`src/rtl/hfb_pkg.sv`:
```
package hfb_pkg;

  localparam int unsigned FRAME_BUFFER_BYTES = 1024;
  localparam int unsigned CNT_W = $clog2(FRAME_BUFFER_BYTES - 1);
  localparam logic [CNT_W-1:0] CNT_LIMIT = CNT_W'(FRAME_BUFFER_BYTES - 2);

  localparam logic [7:0]  ESC_BYTE   = 8'h7D;
  localparam logic [7:0]  FLAG_BYTE  = 8'h7E;
  localparam logic [7:0]  ESC_XOR    = 8'h20;
  localparam logic [15:0] CRC_POLY   = 16'h8408;
  localparam logic [15:0] CRC_INIT   = 16'hFFFF;
  localparam logic [15:0] CRC_XOROUT = 16'hFFFF;

  // Byte positions walked by the escaper for one item
  localparam logic [1:0] POS_DATA   = 2'd0;
  localparam logic [1:0] POS_CRC_LO = 2'd1;
  localparam logic [1:0] POS_CRC_HI = 2'd2;
  localparam logic [1:0] POS_FLAG   = 2'd3;

  typedef struct packed {
    logic        err;      // length error, single zero byte
    logic        closing;  // last payload byte: append CRC and flag
    logic [7:0]  data;
    logic [15:0] fcs;      // final CRC, already inverted
  } hfb_job_t;

  function automatic logic [15:0] crc_byte(input logic [15:0] crc, input logic [7:0] b);
    logic [15:0] c;
    c = crc ^ {8'h00, b};
    for (int i = 0; i < 8; i++) begin
      c = c[0] ? ((c >> 1) ^ CRC_POLY) : (c >> 1);
    end
    return c;
  endfunction

  function automatic logic needs_escape(input logic [7:0] b);
    return (b == FLAG_BYTE) || (b == ESC_BYTE);
  endfunction

endpackage

```
`src/rtl/hfb_frame_ctl.sv`:
```
module hfb_frame_ctl (
  input  logic             clk,
  input  logic             rst_n,
  input  logic             in_valid,
  output logic             in_stall,
  input  logic [7:0]       in_data_byte,
  input  logic             in_last_byte,
  input  logic             job_take,
  output logic             job_valid,
  output hfb_pkg::hfb_job_t job
);
  import hfb_pkg::*;

  logic [15:0]      crc_r, crc_nxt;
  logic [CNT_W-1:0] cnt_r, cnt_nxt;
  logic             discard_r, discard_nxt;
  logic             pend_v_r, pend_v_nxt;
  hfb_job_t         pend_r, pend_nxt;
  logic             accept;
  logic             new_job;
  logic [15:0]      crc_upd;

  assign in_stall  = pend_v_r && !job_take;
  assign accept    = in_valid && !in_stall;
  assign crc_upd   = crc_byte(crc_r, in_data_byte);
  assign job_valid = pend_v_r;
  assign job       = pend_r;

  always_comb begin
    crc_nxt     = crc_r;
    cnt_nxt     = cnt_r;
    discard_nxt = discard_r;
    new_job     = 1'b0;
    pend_nxt    = pend_r;
    if (accept) begin
      if (discard_r) begin
        // drop silently until the end of the oversized frame
        if (in_last_byte) begin
          discard_nxt = 1'b0;
        end
      end else if (cnt_r >= CNT_LIMIT) begin
        new_job          = 1'b1;
        pend_nxt.err     = 1'b1;
        pend_nxt.closing = 1'b0;
        pend_nxt.data    = 8'h00;
        pend_nxt.fcs     = 16'h0000;
        crc_nxt          = CRC_INIT;
        cnt_nxt          = '0;
        discard_nxt      = !in_last_byte;
      end else begin
        new_job          = 1'b1;
        pend_nxt.err     = 1'b0;
        pend_nxt.closing = in_last_byte;
        pend_nxt.data    = in_data_byte;
        pend_nxt.fcs     = crc_upd ^ CRC_XOROUT;
        if (in_last_byte) begin
          crc_nxt = CRC_INIT;
          cnt_nxt = '0;
        end else begin
          crc_nxt = crc_upd;
          cnt_nxt = cnt_r + 1'b1;
        end
      end
    end
    if (new_job) begin
      pend_v_nxt = 1'b1;
    end else if (job_take) begin
      pend_v_nxt = 1'b0;
    end else begin
      pend_v_nxt = pend_v_r;
    end
  end

  always_ff @(posedge clk) begin
    if (!rst_n) begin
      crc_r     <= CRC_INIT;
      cnt_r     <= '0;
      discard_r <= 1'b0;
      pend_v_r  <= 1'b0;
    end else begin
      crc_r     <= crc_nxt;
      cnt_r     <= cnt_nxt;
      discard_r <= discard_nxt;
      pend_v_r  <= pend_v_nxt;
    end
    pend_r <= pend_nxt;
  end

`ifndef SYNTH
  a_discard_clean: assert property (@(posedge clk) disable iff (!rst_n)
    discard_r |-> (cnt_r == '0) && (crc_r == CRC_INIT))
    else $error("frame state not cleared while discarding");

  a_discard_ends: assert property (@(posedge clk) disable iff (!rst_n)
    accept && discard_r && in_last_byte |=> !discard_r && !pend_v_r)
    else $error("discard not ended by last byte");
`endif

endmodule

```
`src/rtl/hfb_escaper.sv`:
```
module hfb_escaper (
  input  logic              clk,
  input  logic              rst_n,
  input  logic              job_valid,
  input  hfb_pkg::hfb_job_t job,
  output logic              job_take,
  output logic              out_valid,
  input  logic              out_stall,
  output logic [7:0]        out_wire_byte,
  output logic              out_run_last,
  output logic              out_frame_end,
  output logic              out_length_error
);
  import hfb_pkg::*;

  hfb_job_t   cur_r, cur_nxt;
  logic       cur_v_r, cur_v_nxt;
  logic [1:0] pos_r, pos_nxt;
  logic       esc_r, esc_nxt;
  logic       out_v_r, out_v_nxt;
  logic [7:0] byte_r, byte_nxt;
  logic       last_r, last_nxt;
  logic       end_r, end_nxt;
  logic       err_r, err_nxt;
  logic       adv;
  logic       done;
  logic [7:0] sel;

  assign adv = !out_v_r || !out_stall;

  always_comb begin
    case (pos_r)
      POS_DATA:   sel = cur_r.data;
      POS_CRC_LO: sel = cur_r.fcs[7:0];
      POS_CRC_HI: sel = cur_r.fcs[15:8];
      default:    sel = FLAG_BYTE;
    endcase
  end

  always_comb begin
    out_v_nxt = out_v_r && out_stall;
    byte_nxt  = byte_r;
    last_nxt  = last_r;
    end_nxt   = end_r;
    err_nxt   = err_r;
    pos_nxt   = pos_r;
    esc_nxt   = esc_r;
    done      = 1'b0;
    if (adv && cur_v_r) begin
      out_v_nxt = 1'b1;
      last_nxt  = 1'b0;
      end_nxt   = 1'b0;
      err_nxt   = 1'b0;
      if (cur_r.err) begin
        byte_nxt = 8'h00;
        err_nxt  = 1'b1;
        last_nxt = 1'b1;
        done     = 1'b1;
      end else if (pos_r == POS_FLAG) begin
        byte_nxt = FLAG_BYTE;
        end_nxt  = 1'b1;
        last_nxt = 1'b1;
        done     = 1'b1;
      end else if (needs_escape(sel) && !esc_r) begin
        byte_nxt = ESC_BYTE;
        esc_nxt  = 1'b1;
      end else begin
        byte_nxt = esc_r ? (sel ^ ESC_XOR) : sel;
        esc_nxt  = 1'b0;
        if (pos_r == POS_DATA && !cur_r.closing) begin
          last_nxt = 1'b1;
          done     = 1'b1;
        end else begin
          pos_nxt = pos_r + 2'd1;
        end
      end
    end
    // load the next item as soon as the current one has gone out
    job_take = !cur_v_r || done;
    cur_nxt  = cur_r;
    if (job_take) begin
      cur_v_nxt = job_valid;
      cur_nxt   = job;
      pos_nxt   = POS_DATA;
      esc_nxt   = 1'b0;
    end else begin
      cur_v_nxt = cur_v_r;
    end
  end

  always_ff @(posedge clk) begin
    if (!rst_n) begin
      cur_v_r <= 1'b0;
      pos_r   <= POS_DATA;
      esc_r   <= 1'b0;
      out_v_r <= 1'b0;
    end else begin
      cur_v_r <= cur_v_nxt;
      pos_r   <= pos_nxt;
      esc_r   <= esc_nxt;
      out_v_r <= out_v_nxt;
    end
    cur_r  <= cur_nxt;
    byte_r <= byte_nxt;
    last_r <= last_nxt;
    end_r  <= end_nxt;
    err_r  <= err_nxt;
  end

  assign out_valid        = out_v_r;
  assign out_wire_byte    = byte_r;
  assign out_run_last     = last_r;
  assign out_frame_end    = end_r;
  assign out_length_error = err_r;

`ifndef SYNTH
  a_flag_closes: assert property (@(posedge clk) disable iff (!rst_n)
    out_v_r && end_r |-> (byte_r == FLAG_BYTE) && last_r && !err_r)
    else $error("closing flag result malformed");

  a_err_alone: assert property (@(posedge clk) disable iff (!rst_n)
    out_v_r && err_r |-> (byte_r == 8'h00) && last_r && !end_r)
    else $error("length error result malformed");

  a_esc_follows: assert property (@(posedge clk) disable iff (!rst_n)
    out_v_r && (byte_r == ESC_BYTE) && !out_stall |=> out_v_r && (byte_r != ESC_BYTE))
    else $error("escape prefix not followed by its byte");

  a_esc_pending: assert property (@(posedge clk) disable iff (!rst_n)
    esc_r |-> cur_v_r && !cur_r.err && (pos_r != POS_FLAG))
    else $error("escape pending without a byte to send");
`endif

endmodule

```
`src/rtl/hdlc_frame_builder_core.sv`:
```
// HDLC frame builder with CRC-16/X-25. Feed the payload bytes of a frame
// (command byte first) with in_last_byte on the final one; each byte leaves
// escaped (0x7E/0x7D become 0x7D, byte ^ 0x20), and the last is followed by
// the escaped CRC low and high bytes and an unescaped 0x7E flag. A frame of
// more than FRAME_BUFFER_BYTES - 2 payload bytes gives one zero byte with
// out_length_error set and the rest of it, up to its last byte, is dropped.
// Rate: the output port carries one wire byte per cycle while out_stall is
// low; a payload byte yields one or two wire bytes, and a last byte up to
// seven; one further item is held while the current one is sent, so input
// and output run concurrently.
module hdlc_frame_builder_core (
  input  logic       clk,
  input  logic       rst_n,
  input  logic       in_valid,
  output logic       in_stall,
  input  logic [7:0] in_data_byte,
  input  logic       in_last_byte,
  output logic       out_valid,
  input  logic       out_stall,
  output logic [7:0] out_wire_byte,
  output logic       out_run_last,
  output logic       out_frame_end,
  output logic       out_length_error
);
  import hfb_pkg::*;

  hfb_job_t job;
  logic     job_valid;
  logic     job_take;

  hfb_frame_ctl u_frame_ctl (
    .clk          (clk),
    .rst_n        (rst_n),
    .in_valid     (in_valid),
    .in_stall     (in_stall),
    .in_data_byte (in_data_byte),
    .in_last_byte (in_last_byte),
    .job_take     (job_take),
    .job_valid    (job_valid),
    .job          (job)
  );

  hfb_escaper u_escaper (
    .clk              (clk),
    .rst_n            (rst_n),
    .job_valid        (job_valid),
    .job              (job),
    .job_take         (job_take),
    .out_valid        (out_valid),
    .out_stall        (out_stall),
    .out_wire_byte    (out_wire_byte),
    .out_run_last     (out_run_last),
    .out_frame_end    (out_frame_end),
    .out_length_error (out_length_error)
  );

endmodule
```
`config.mk`:
```
export PLATFORM = sky130hd
export DESIGN_NAME = hdlc_frame_builder_core
export DESIGN_NICKNAME = d
export VERILOG_FILES = /design/src/rtl/hfb_pkg.sv /design/src/rtl/hfb_frame_ctl.sv /design/src/rtl/hfb_escaper.sv /design/src/rtl/hdlc_frame_builder_core.sv
export SDC_FILE = /design/constraint.sdc
export NUM_CORES = 1
export LEC_CHECK = 0
export BUFFER_PORTS_ARGS = -buffer_cell sky130_fd_sc_hd__buf_4
export CAP_MARGIN = 20
export CORE_UTILIZATION = 45
export CTS_CLUSTER_DIAMETER = 120
export DETAILED_ROUTE_END_ITERATION = 8
export GPL_TIMING_DRIVEN = 1
export PLACE_DENSITY = 0.71
export SYNTH_ARGS = -nofsm -noshare
export SYNTH_HDL_FRONTEND = slang
export SYNTH_SLANG_ARGS = --single-unit
```
`constraint.sdc`:
```
create_clock -name clk -period 4.52 [get_ports clk]
set_clock_uncertainty 0.1 [all_clocks]
set_input_delay 0.678 -clock clk [delete_from_list [all_inputs] [get_ports clk]]
set_output_delay 0.678 -clock clk [all_outputs]
set_load 0.01 [all_outputs]
```
## Yosys cells after proc, flatten, opt, wreduce, memory -nomap -nowiden

Index checks and enable logic that the tools add are counted.

- Register bits: 96
- Bits of input ports: 13
- Output and inout bits: 13
- Logic and storage cells: 105

- Add/subtract/negate cells: 2
- $lt $le $gt $ge: 1
- Eq/ne operators: 5
- Multiplexer cells: 33
- Bitwise logic cells: 17
- Reductions and logical operators: 25

Operators by type and width:

| operator | number |
|---|---|
| 2-to-1 mux 16 bit | 10 |
| 2-to-1 mux 26 bit | 1 |
| inverter 2 -> 3 bit | 8 |
| one-hot mux 8 bit (3 select lines) | 1 |
| 2-to-1 mux 10 bit | 2 |
| equality test 8 x 7 -> 1 bit, second input constant | 2 |
| 2-to-1 mux 1 bit | 16 |
| inverter 16 bit | 1 |
| bitwise XOR 16 x 8 -> 16 bit | 1 |
| 2-to-1 mux 7 bit | 2 |
| adder 10 x 1 -> 10 bit, second input constant | 1 |
| >= comparator 10 bit, second input constant | 1 |
| zero test 1 bit | 8 |
| inverter 1 bit | 7 |
| logical AND 1 bit | 6 |
| 2-to-1 mux 6 bit | 1 |
| AND reduction 5 bit | 1 |
| equality test 2 bit, second input constant | 2 |
| OR reduction 2 bit | 2 |
| logical OR 1 bit | 3 |
| AND reduction 3 bit | 1 |
| OR reduction 3 bit | 1 |
| adder 2 x 1 -> 2 bit, second input constant | 1 |
| equality test 2 x 1 -> 1 bit, second input constant | 1 |
| other kinds (3) | 3 |

## Depth between registers and ports, before layout

- Word-level depth: 19
- Depth in mapped cells: 13
- Gate-level depth less buffers: 10

## Hierarchy

A second synthesis with hierarchy kept.

- Cell total of the unflattened synthesis: 319
- Area, all modules: 4106.4 um2

By module, submodules not included:

| module | times used | cells each | area each (um2) | seq. area each (um2) |
|---|---|---|---|---|
| hfb_frame_ctl | 1 | 196 | 2254.7 | 1341.3 |
| hfb_escaper | 1 | 123 | 1851.8 | 1211.2 |

## Least setup slack after synthesis

OpenSTA, ideal clock, no wires.

- Path type: register to register
- Start: reg u_escaper.pos_r[0]
- End: reg u_frame_ctl.pend_r (netlist bit u_frame_ctl.job[0]) (enable)
- Setup time: 0.382 ns
- Data arrival time: 2.736 ns
- Data required time: 4.038 ns
- Setup slack: 1.301 ns
- Cell stages (with the launch flop): 12
- Buffers on the path: 3
- Period minus slack after synthesis: 3.219 ns
- Cells stage by stage: dfxtp_1 -> inv_1 -> ha_1 -> buf_6 -> a222oi_1 -> xor2_1 -> a41o_1 -> buf_6 -> inv_4 -> o21ai_2 -> buf_6 -> inv_1

- Longest elaborated chain between the ends: 15
- Elaborated cells on any way between the ends: 21
- Those cells by class: eq/ne: 5; mux: 6; reduce/logical: 10

Ends and longest elaborated chain:

| element | RTL line | RTL |
|---|---|---|
| start: declaration | hfb_escaper.sv:18 | `logic [1:0] pos_r, pos_nxt;` |
| start signal: assignment | hfb_escaper.sv:99 | `pos_r <= pos_nxt;` |
| equality test 2 bit, or another cell as far along | hfb_escaper.sv:32 | `case (pos_r)` |
| one-hot mux 8 bit (3 select lines) | hfb_escaper.sv:32 |  |
| equality test 8 x 7 -> 1 bit | hfb_pkg.sv:37 | `return (b == FLAG_BYTE) \|\| (b == ESC_BYTE);` |
| logical OR 1 bit | hfb_pkg.sv:37 |  |
| logical AND 1 bit | hfb_escaper.sv:64 | `end else if (needs_escape(sel) && !esc_r) begin` |
| 2-to-1 mux 1 bit | hfb_escaper.sv:64 |  |
| 2-to-1 mux 1 bit * | hfb_escaper.sv:59 | `end else if (pos_r == POS_FLAG) begin` |
| 2-to-1 mux 1 bit * | hfb_escaper.sv:54 | `if (cur_r.err) begin` |
| 2-to-1 mux 1 bit * | hfb_escaper.sv:49 | `if (adv && cur_v_r) begin` |
| logical OR 1 bit * | hfb_escaper.sv:79 | `job_take = !cur_v_r \|\| done;` |
| net job_take | hdlc_frame_builder_core.sv:29 | `logic job_take;` |
| zero test 1 bit * | hfb_frame_ctl.sv:23 | `assign in_stall = pend_v_r && !job_take;` |
| logical AND 1 bit * | hfb_frame_ctl.sv:23 |  |
| zero test 1 bit * | hfb_frame_ctl.sv:24 | `assign accept = in_valid && !in_stall;` |
| logical AND 1 bit * | hfb_frame_ctl.sv:24 |  |
| AND reduction 2 bit (no source line) * | - |  |
| end signal: assignment | hfb_frame_ctl.sv:86 | `pend_r <= pend_nxt;` |
| end: declaration | hfb_frame_ctl.sv:18 | `hfb_job_t pend_r, pend_nxt;` |

Mark *: on every way through the listed nets, which the timed path passes. The rest lies on a longest branch.
A chain may end at the register's enable or synchronous reset.

## Worst setup path in the final report

- Start: reg u_escaper.pos_r[0]
- End: out in_stall

- Longest elaborated chain between the ends: 12
- Elaborated cells on any way between the ends: 18
- Those cells by class: eq/ne: 5; mux: 6; reduce/logical: 7

Ends and longest elaborated chain:

| element | RTL line | RTL |
|---|---|---|
| equality test 2 bit, or another cell as far along | hfb_escaper.sv:32 |  |
| one-hot mux 8 bit (3 select lines) | hfb_escaper.sv:32 |  |
| equality test 8 x 7 -> 1 bit | hfb_pkg.sv:37 |  |
| logical OR 1 bit | hfb_pkg.sv:37 |  |
| logical AND 1 bit | hfb_escaper.sv:64 |  |
| 2-to-1 mux 1 bit | hfb_escaper.sv:64 |  |
| 2-to-1 mux 1 bit * | hfb_escaper.sv:59 |  |
| 2-to-1 mux 1 bit * | hfb_escaper.sv:54 |  |
| 2-to-1 mux 1 bit * | hfb_escaper.sv:49 |  |
| logical OR 1 bit * | hfb_escaper.sv:79 |  |
| net job_take | hdlc_frame_builder_core.sv:29 |  |
| zero test 1 bit * | hfb_frame_ctl.sv:23 |  |
| logical AND 1 bit * | hfb_frame_ctl.sv:23 |  |
| end: declaration | hdlc_frame_builder_core.sv:15 | `output logic in_stall,` |

Marks and branches as above.

==> results by group <==
Hold path
  – Hold worst-path end: u_escaper.cur_r[2]$_DFFE_PP_
  – WHS Path Cells: 0
  – Worst hold path type: register to register
  – Hold Startpoint: u_frame_ctl.job[2]$_SDFFCE_PN0P_

Critical path
  – Critical path arrival: 3.21 ns
  – Crit-path max FO: 29
  – CP Capture Type: primary output
  – CP Launch Type: register
  – Worst Reg-to-Reg Cells: 8
  – R2r endpoint: u_frame_ctl.job[6]$_SDFFCE_PN0P_
  – WS Path Type: register to primary output
  – Critical Path RT: approximately 3.7 ns
  – Reg2reg setup slack: around 0.75 ns
  – Worst r2r src: u_escaper.pos_r[0]$_SDFFE_PP0P_

CTS
  – Setup Fix Bufs, Post-CTS: 0
  – Number of hold buffers added after CTS: 0
  – Worst skew pair latency: approximately 0.36 ns
  – H-tree depth: 3
  – Clock root buffer: clkbuf_8
  – Longest Clk Path Bufs: 2
  – Total CTS buffers: 9
  – TritonCTS clock tree: yes
  – Clk slew on worst S/H paths: roughly 0.090 ns
  – Clock sinks: 96

Logic synthesis
  – Synth Cell Area: 0.00419 sq mm
  – Mean Syn Cell Area: ~12 sq um
  – Ys flop type: edfxtp_1
  – Asr flop ratio synth: 0%
  – Post-Syn Instances: 350
  – Yosys reg bits: between 90 and 100
  – Post-synth EDFFs: 63
  – Sequential share of the synthesized area: 60.9%
  – Yosys warning count: 0
  – Net Count, Synth: roughly 370
  – Yosys cell types: 51

Timing
  – Final Hold Slack: 0.323 ns
  – Final setup fails: 0
  – Worst-Margin Slew: approximately 1.1 ns
  – TNS Setup: 0 ns
  – Relative slew margins: a little under a quarter
  – Slew Limit Fails: 0
  – Final hold vios: 0
  – Post-layout min period: approximately 4 ns
  – Final worst path period share: 88.3%
  – Max Fclk: 251 MHz
  – Unrepaired setup endpoints after global routing: false

Placed design
  – Port buffer count: 25
  – RePlAce Congestion: approximately 0.9
  – Inst Count DP: 465
  – Hpwl dp: approximately 5.2 mm

Die
  – Initial Util: 47.4%
  – Die Ht: between 90 and 100 um
  – Core box area: 0.00885 sq mm
  – FP Rows: 34
  – IO Count: 26
  – Chip width: between 90 and 100 um
  – Die area: between 0.009 and 0.01 sq mm

Power and ir drop
  – PD cells: 402 mW/mm^2
  – Share of power burned in registers: about three fifths
  – Net Switching: around 450 uW
  – Clk pwr share: 31.1%
  – Int Pwr: 1.41 mW
  – Switching power share of the total: between 20% and 30%
  – Combinational share of power: 10.8%
  – VDD IR max: about 0.00023 V
  – LEAKAGE: approximately 1.7 nW

Finish
  – Nets: between 300 and 400
  – Post-route insts no fill: just under 500
  – Diode count: 0
  – Layout cell share with drive strength beyond 1: 13.9%
  – Area Growth Syn to Fin: 10.3%
  – FILL cells: approximately 790

Global routing
  – Total track usage: between 10% and 20%
  – First-pass GRT wire length: ~12 mm
  – Largest net degree at the start of global routing: 34
  – Grt total ovfl: 0
  – Initial antenna violation count: 0
  – Vias in the first global route: roughly 2500

Detailed routing
  – Via count: ~2700
  – Drt pass-1 iters: 9
  – Drt via density: between 5 and 6
  – Wire length per cell: 15.8 um
  – DRT iter0 DRCs: ~150
  – DRC viols: 0
  – Routed Antenna Nets: 0
  – Routed Wire Length: between 7 and 8 mm

Outcome
  – Status: complete, no violations

Job
  – Maximum capacitance violations: 0
placed cells by master (no fill, tap or decap), types with 8 or more instances in the layout:
cell type,netlist,routed
a21oi_1,8,8
buf_4,0,27
clkbuf_8,0,9
dfxtp_1,33,33
edfxtp_1,63,63
inv_1,13,13
mux2i_1,13,13
nand2_1,20,20
nor2_1,41,41
nor2b_1,14,14
nor3_1,11,11
xnor2_1,14,14
xor2_1,13,13
power by group through the flow:
stage | logic, mW | registers (mW) | clock network, mW
after floorplan | 0.152 | 1.09 | 0
after global placement | 0.198 | 1.10 | 0
after detailed placement | 0.200 | 1.10 | 0
after CTS | 0.201 | 1.08 | 0.589
after global routing | 0.223 | 1.09 | 0.628
final | 0.200 | 1.08 | 0.578
registers in the layout, indices dropped and copies added (netlist names):
name	flops
u_escaper.out_frame_end	1
u_escaper.out_valid	1
u_frame_ctl.job	26
u_frame_ctl.discard_r	1
u_escaper.out_length_error	1
u_escaper.esc_r	1
u_escaper.pos_r	2
u_frame_ctl.job_valid	1
u_frame_ctl.cnt_r	10
u_escaper.out_run_last	1
u_escaper.cur_v_r	1
u_frame_ctl.crc_r	16
u_escaper.cur_r	26
u_escaper.out_wire_byte	8
cell families after synthesis:
kind of cell             count (synthesis)  share of synthesized area (%)
AO/OA/AOI/OAI                           57                           10.8
XOR/XNOR                                27                           5.64
adder cells (fa/ha/maj)                  6                           1.79
buffers and inverters                   35                           4.18
flip-flops                              96                           60.9
multiplexers                            16                           3.91
AND/OR/NAND/NOR                        113                           12.8
repair_timing:
| item | in CTS | in global routing |
|---|---|---|
| endpoints found under the setup margin | 0 | 1 |
| hold endpoints to repair | 0 | 0 |
| resized for setup | 0 | 1 |
metrics by stage:
step / cell area (sq um) / setup slack (ns) / util (%) / power [mW]
2_1_floorplan: 4190 / 1.30 / - / 1.24
3_3_place_gp: 4410 / 0.864 / 49.9 / 1.30
3_5_place_dp: 4410 / 0.674 / 49.9 / 1.30
4_1_cts: 4620 / 0.278 / 52.2 / 1.87
5_1_grt: 4620 / 0.321 / 52.2 / 1.94
6_report: 4620 / 0.529 / 52.2 / 1.86
cells in the mapped netlist (2+ instances only):
| master | number | area (sq um) |
|---|---|---|
| mux2i_1 | 13 | 130 |
| nand4_1 | 2 | 12.5 |
| and2_1 | 3 | 18.8 |
| buf_6 | 3 | 33.8 |
| nand2b_1 | 5 | 31.3 |
| a31oi_1 | 3 | 18.8 |
| nor3_1 | 11 | 55.1 |
| clkbuf_1 | 11 | 41.3 |
| buf_1 | 3 | 11.3 |
| nand2_1 | 20 | 75.1 |
| a21o_1 | 2 | 15.0 |
| xnor2_1 | 14 | 123 |
| a221oi_1 | 7 | 61.3 |
| and3_1 | 4 | 25.0 |
| edfxtp_1 | 63 | 1890 |
| dfxtp_1 | 33 | 661 |
| a2111oi_0 | 2 | 17.5 |
| nor2_1 | 41 | 154 |
| o221a_2 | 2 | 22.5 |
| ha_1 | 6 | 75.1 |
| or2_2 | 3 | 18.8 |
| a222oi_1 | 6 | 60.1 |
| inv_1 | 13 | 48.8 |
| nand3_1 | 7 | 35.0 |
| mux2_2 | 3 | 33.8 |
| o32ai_1 | 3 | 26.3 |
| a2111o_1 | 5 | 56.3 |
| nor2b_1 | 14 | 87.6 |
| a21oi_1 | 8 | 40.0 |
| xor2_1 | 13 | 114 |
| o21ai_0 | 7 | 35.0 |
worst max path at each step:
stage               slack, ns                             from  cells past startpoint                          endpoint
floorplan                1.30  u_escaper.pos_r[0]$_SDFFE_PP0P_                     11  u_frame_ctl.job[0]$_SDFFCE_PN0P_
global placement         0.86  u_escaper.pos_r[0]$_SDFFE_PP0P_                      8                          in_stall
detailed placement       0.67  u_escaper.pos_r[0]$_SDFFE_PP0P_                      8                          in_stall
CTS                      0.28  u_escaper.pos_r[0]$_SDFFE_PP0P_                      8                          in_stall
global route             0.32  u_escaper.pos_r[0]$_SDFFE_PP0P_                      8                          in_stall
finish                   0.53  u_escaper.pos_r[0]$_SDFFE_PP0P_                      8                          in_stall
worst max-delay path, stage by stage, from the launching register on:
cell and delay [ns]:
dfxtp_1 0.38, inv_1 0.10, ha_1 0.32, a222oi_1 0.64, xor2_1 0.26, a41o_2 0.47
inv_4 0.22, nor2_1 0.28, buf_4 0.18
layer usage:
metal | wire (um) | global-route usage [%] | share of wire, %
met1 | 3560 | 21.5 | 47
met2 | 3570 | 26.1 | 47
met3 | 304 | 4.40 | 4.0
met4 | 175 | 7.81 | 2.3
met5 | 0 | 0 | 0
cell type report:
cell class,instances,area (sq um),share of cell area [%]
clock inverter,5,55.1,1.19
inverter,15,58.8,1.27
tap,108,135,2.92
sequential,96,2550,55.2
clock buffer,11,153,3.30
timing repair buffer,27,203,4.39
multi-input combinational,219,1460,31.7
Power figures use the tool's default switching activity.
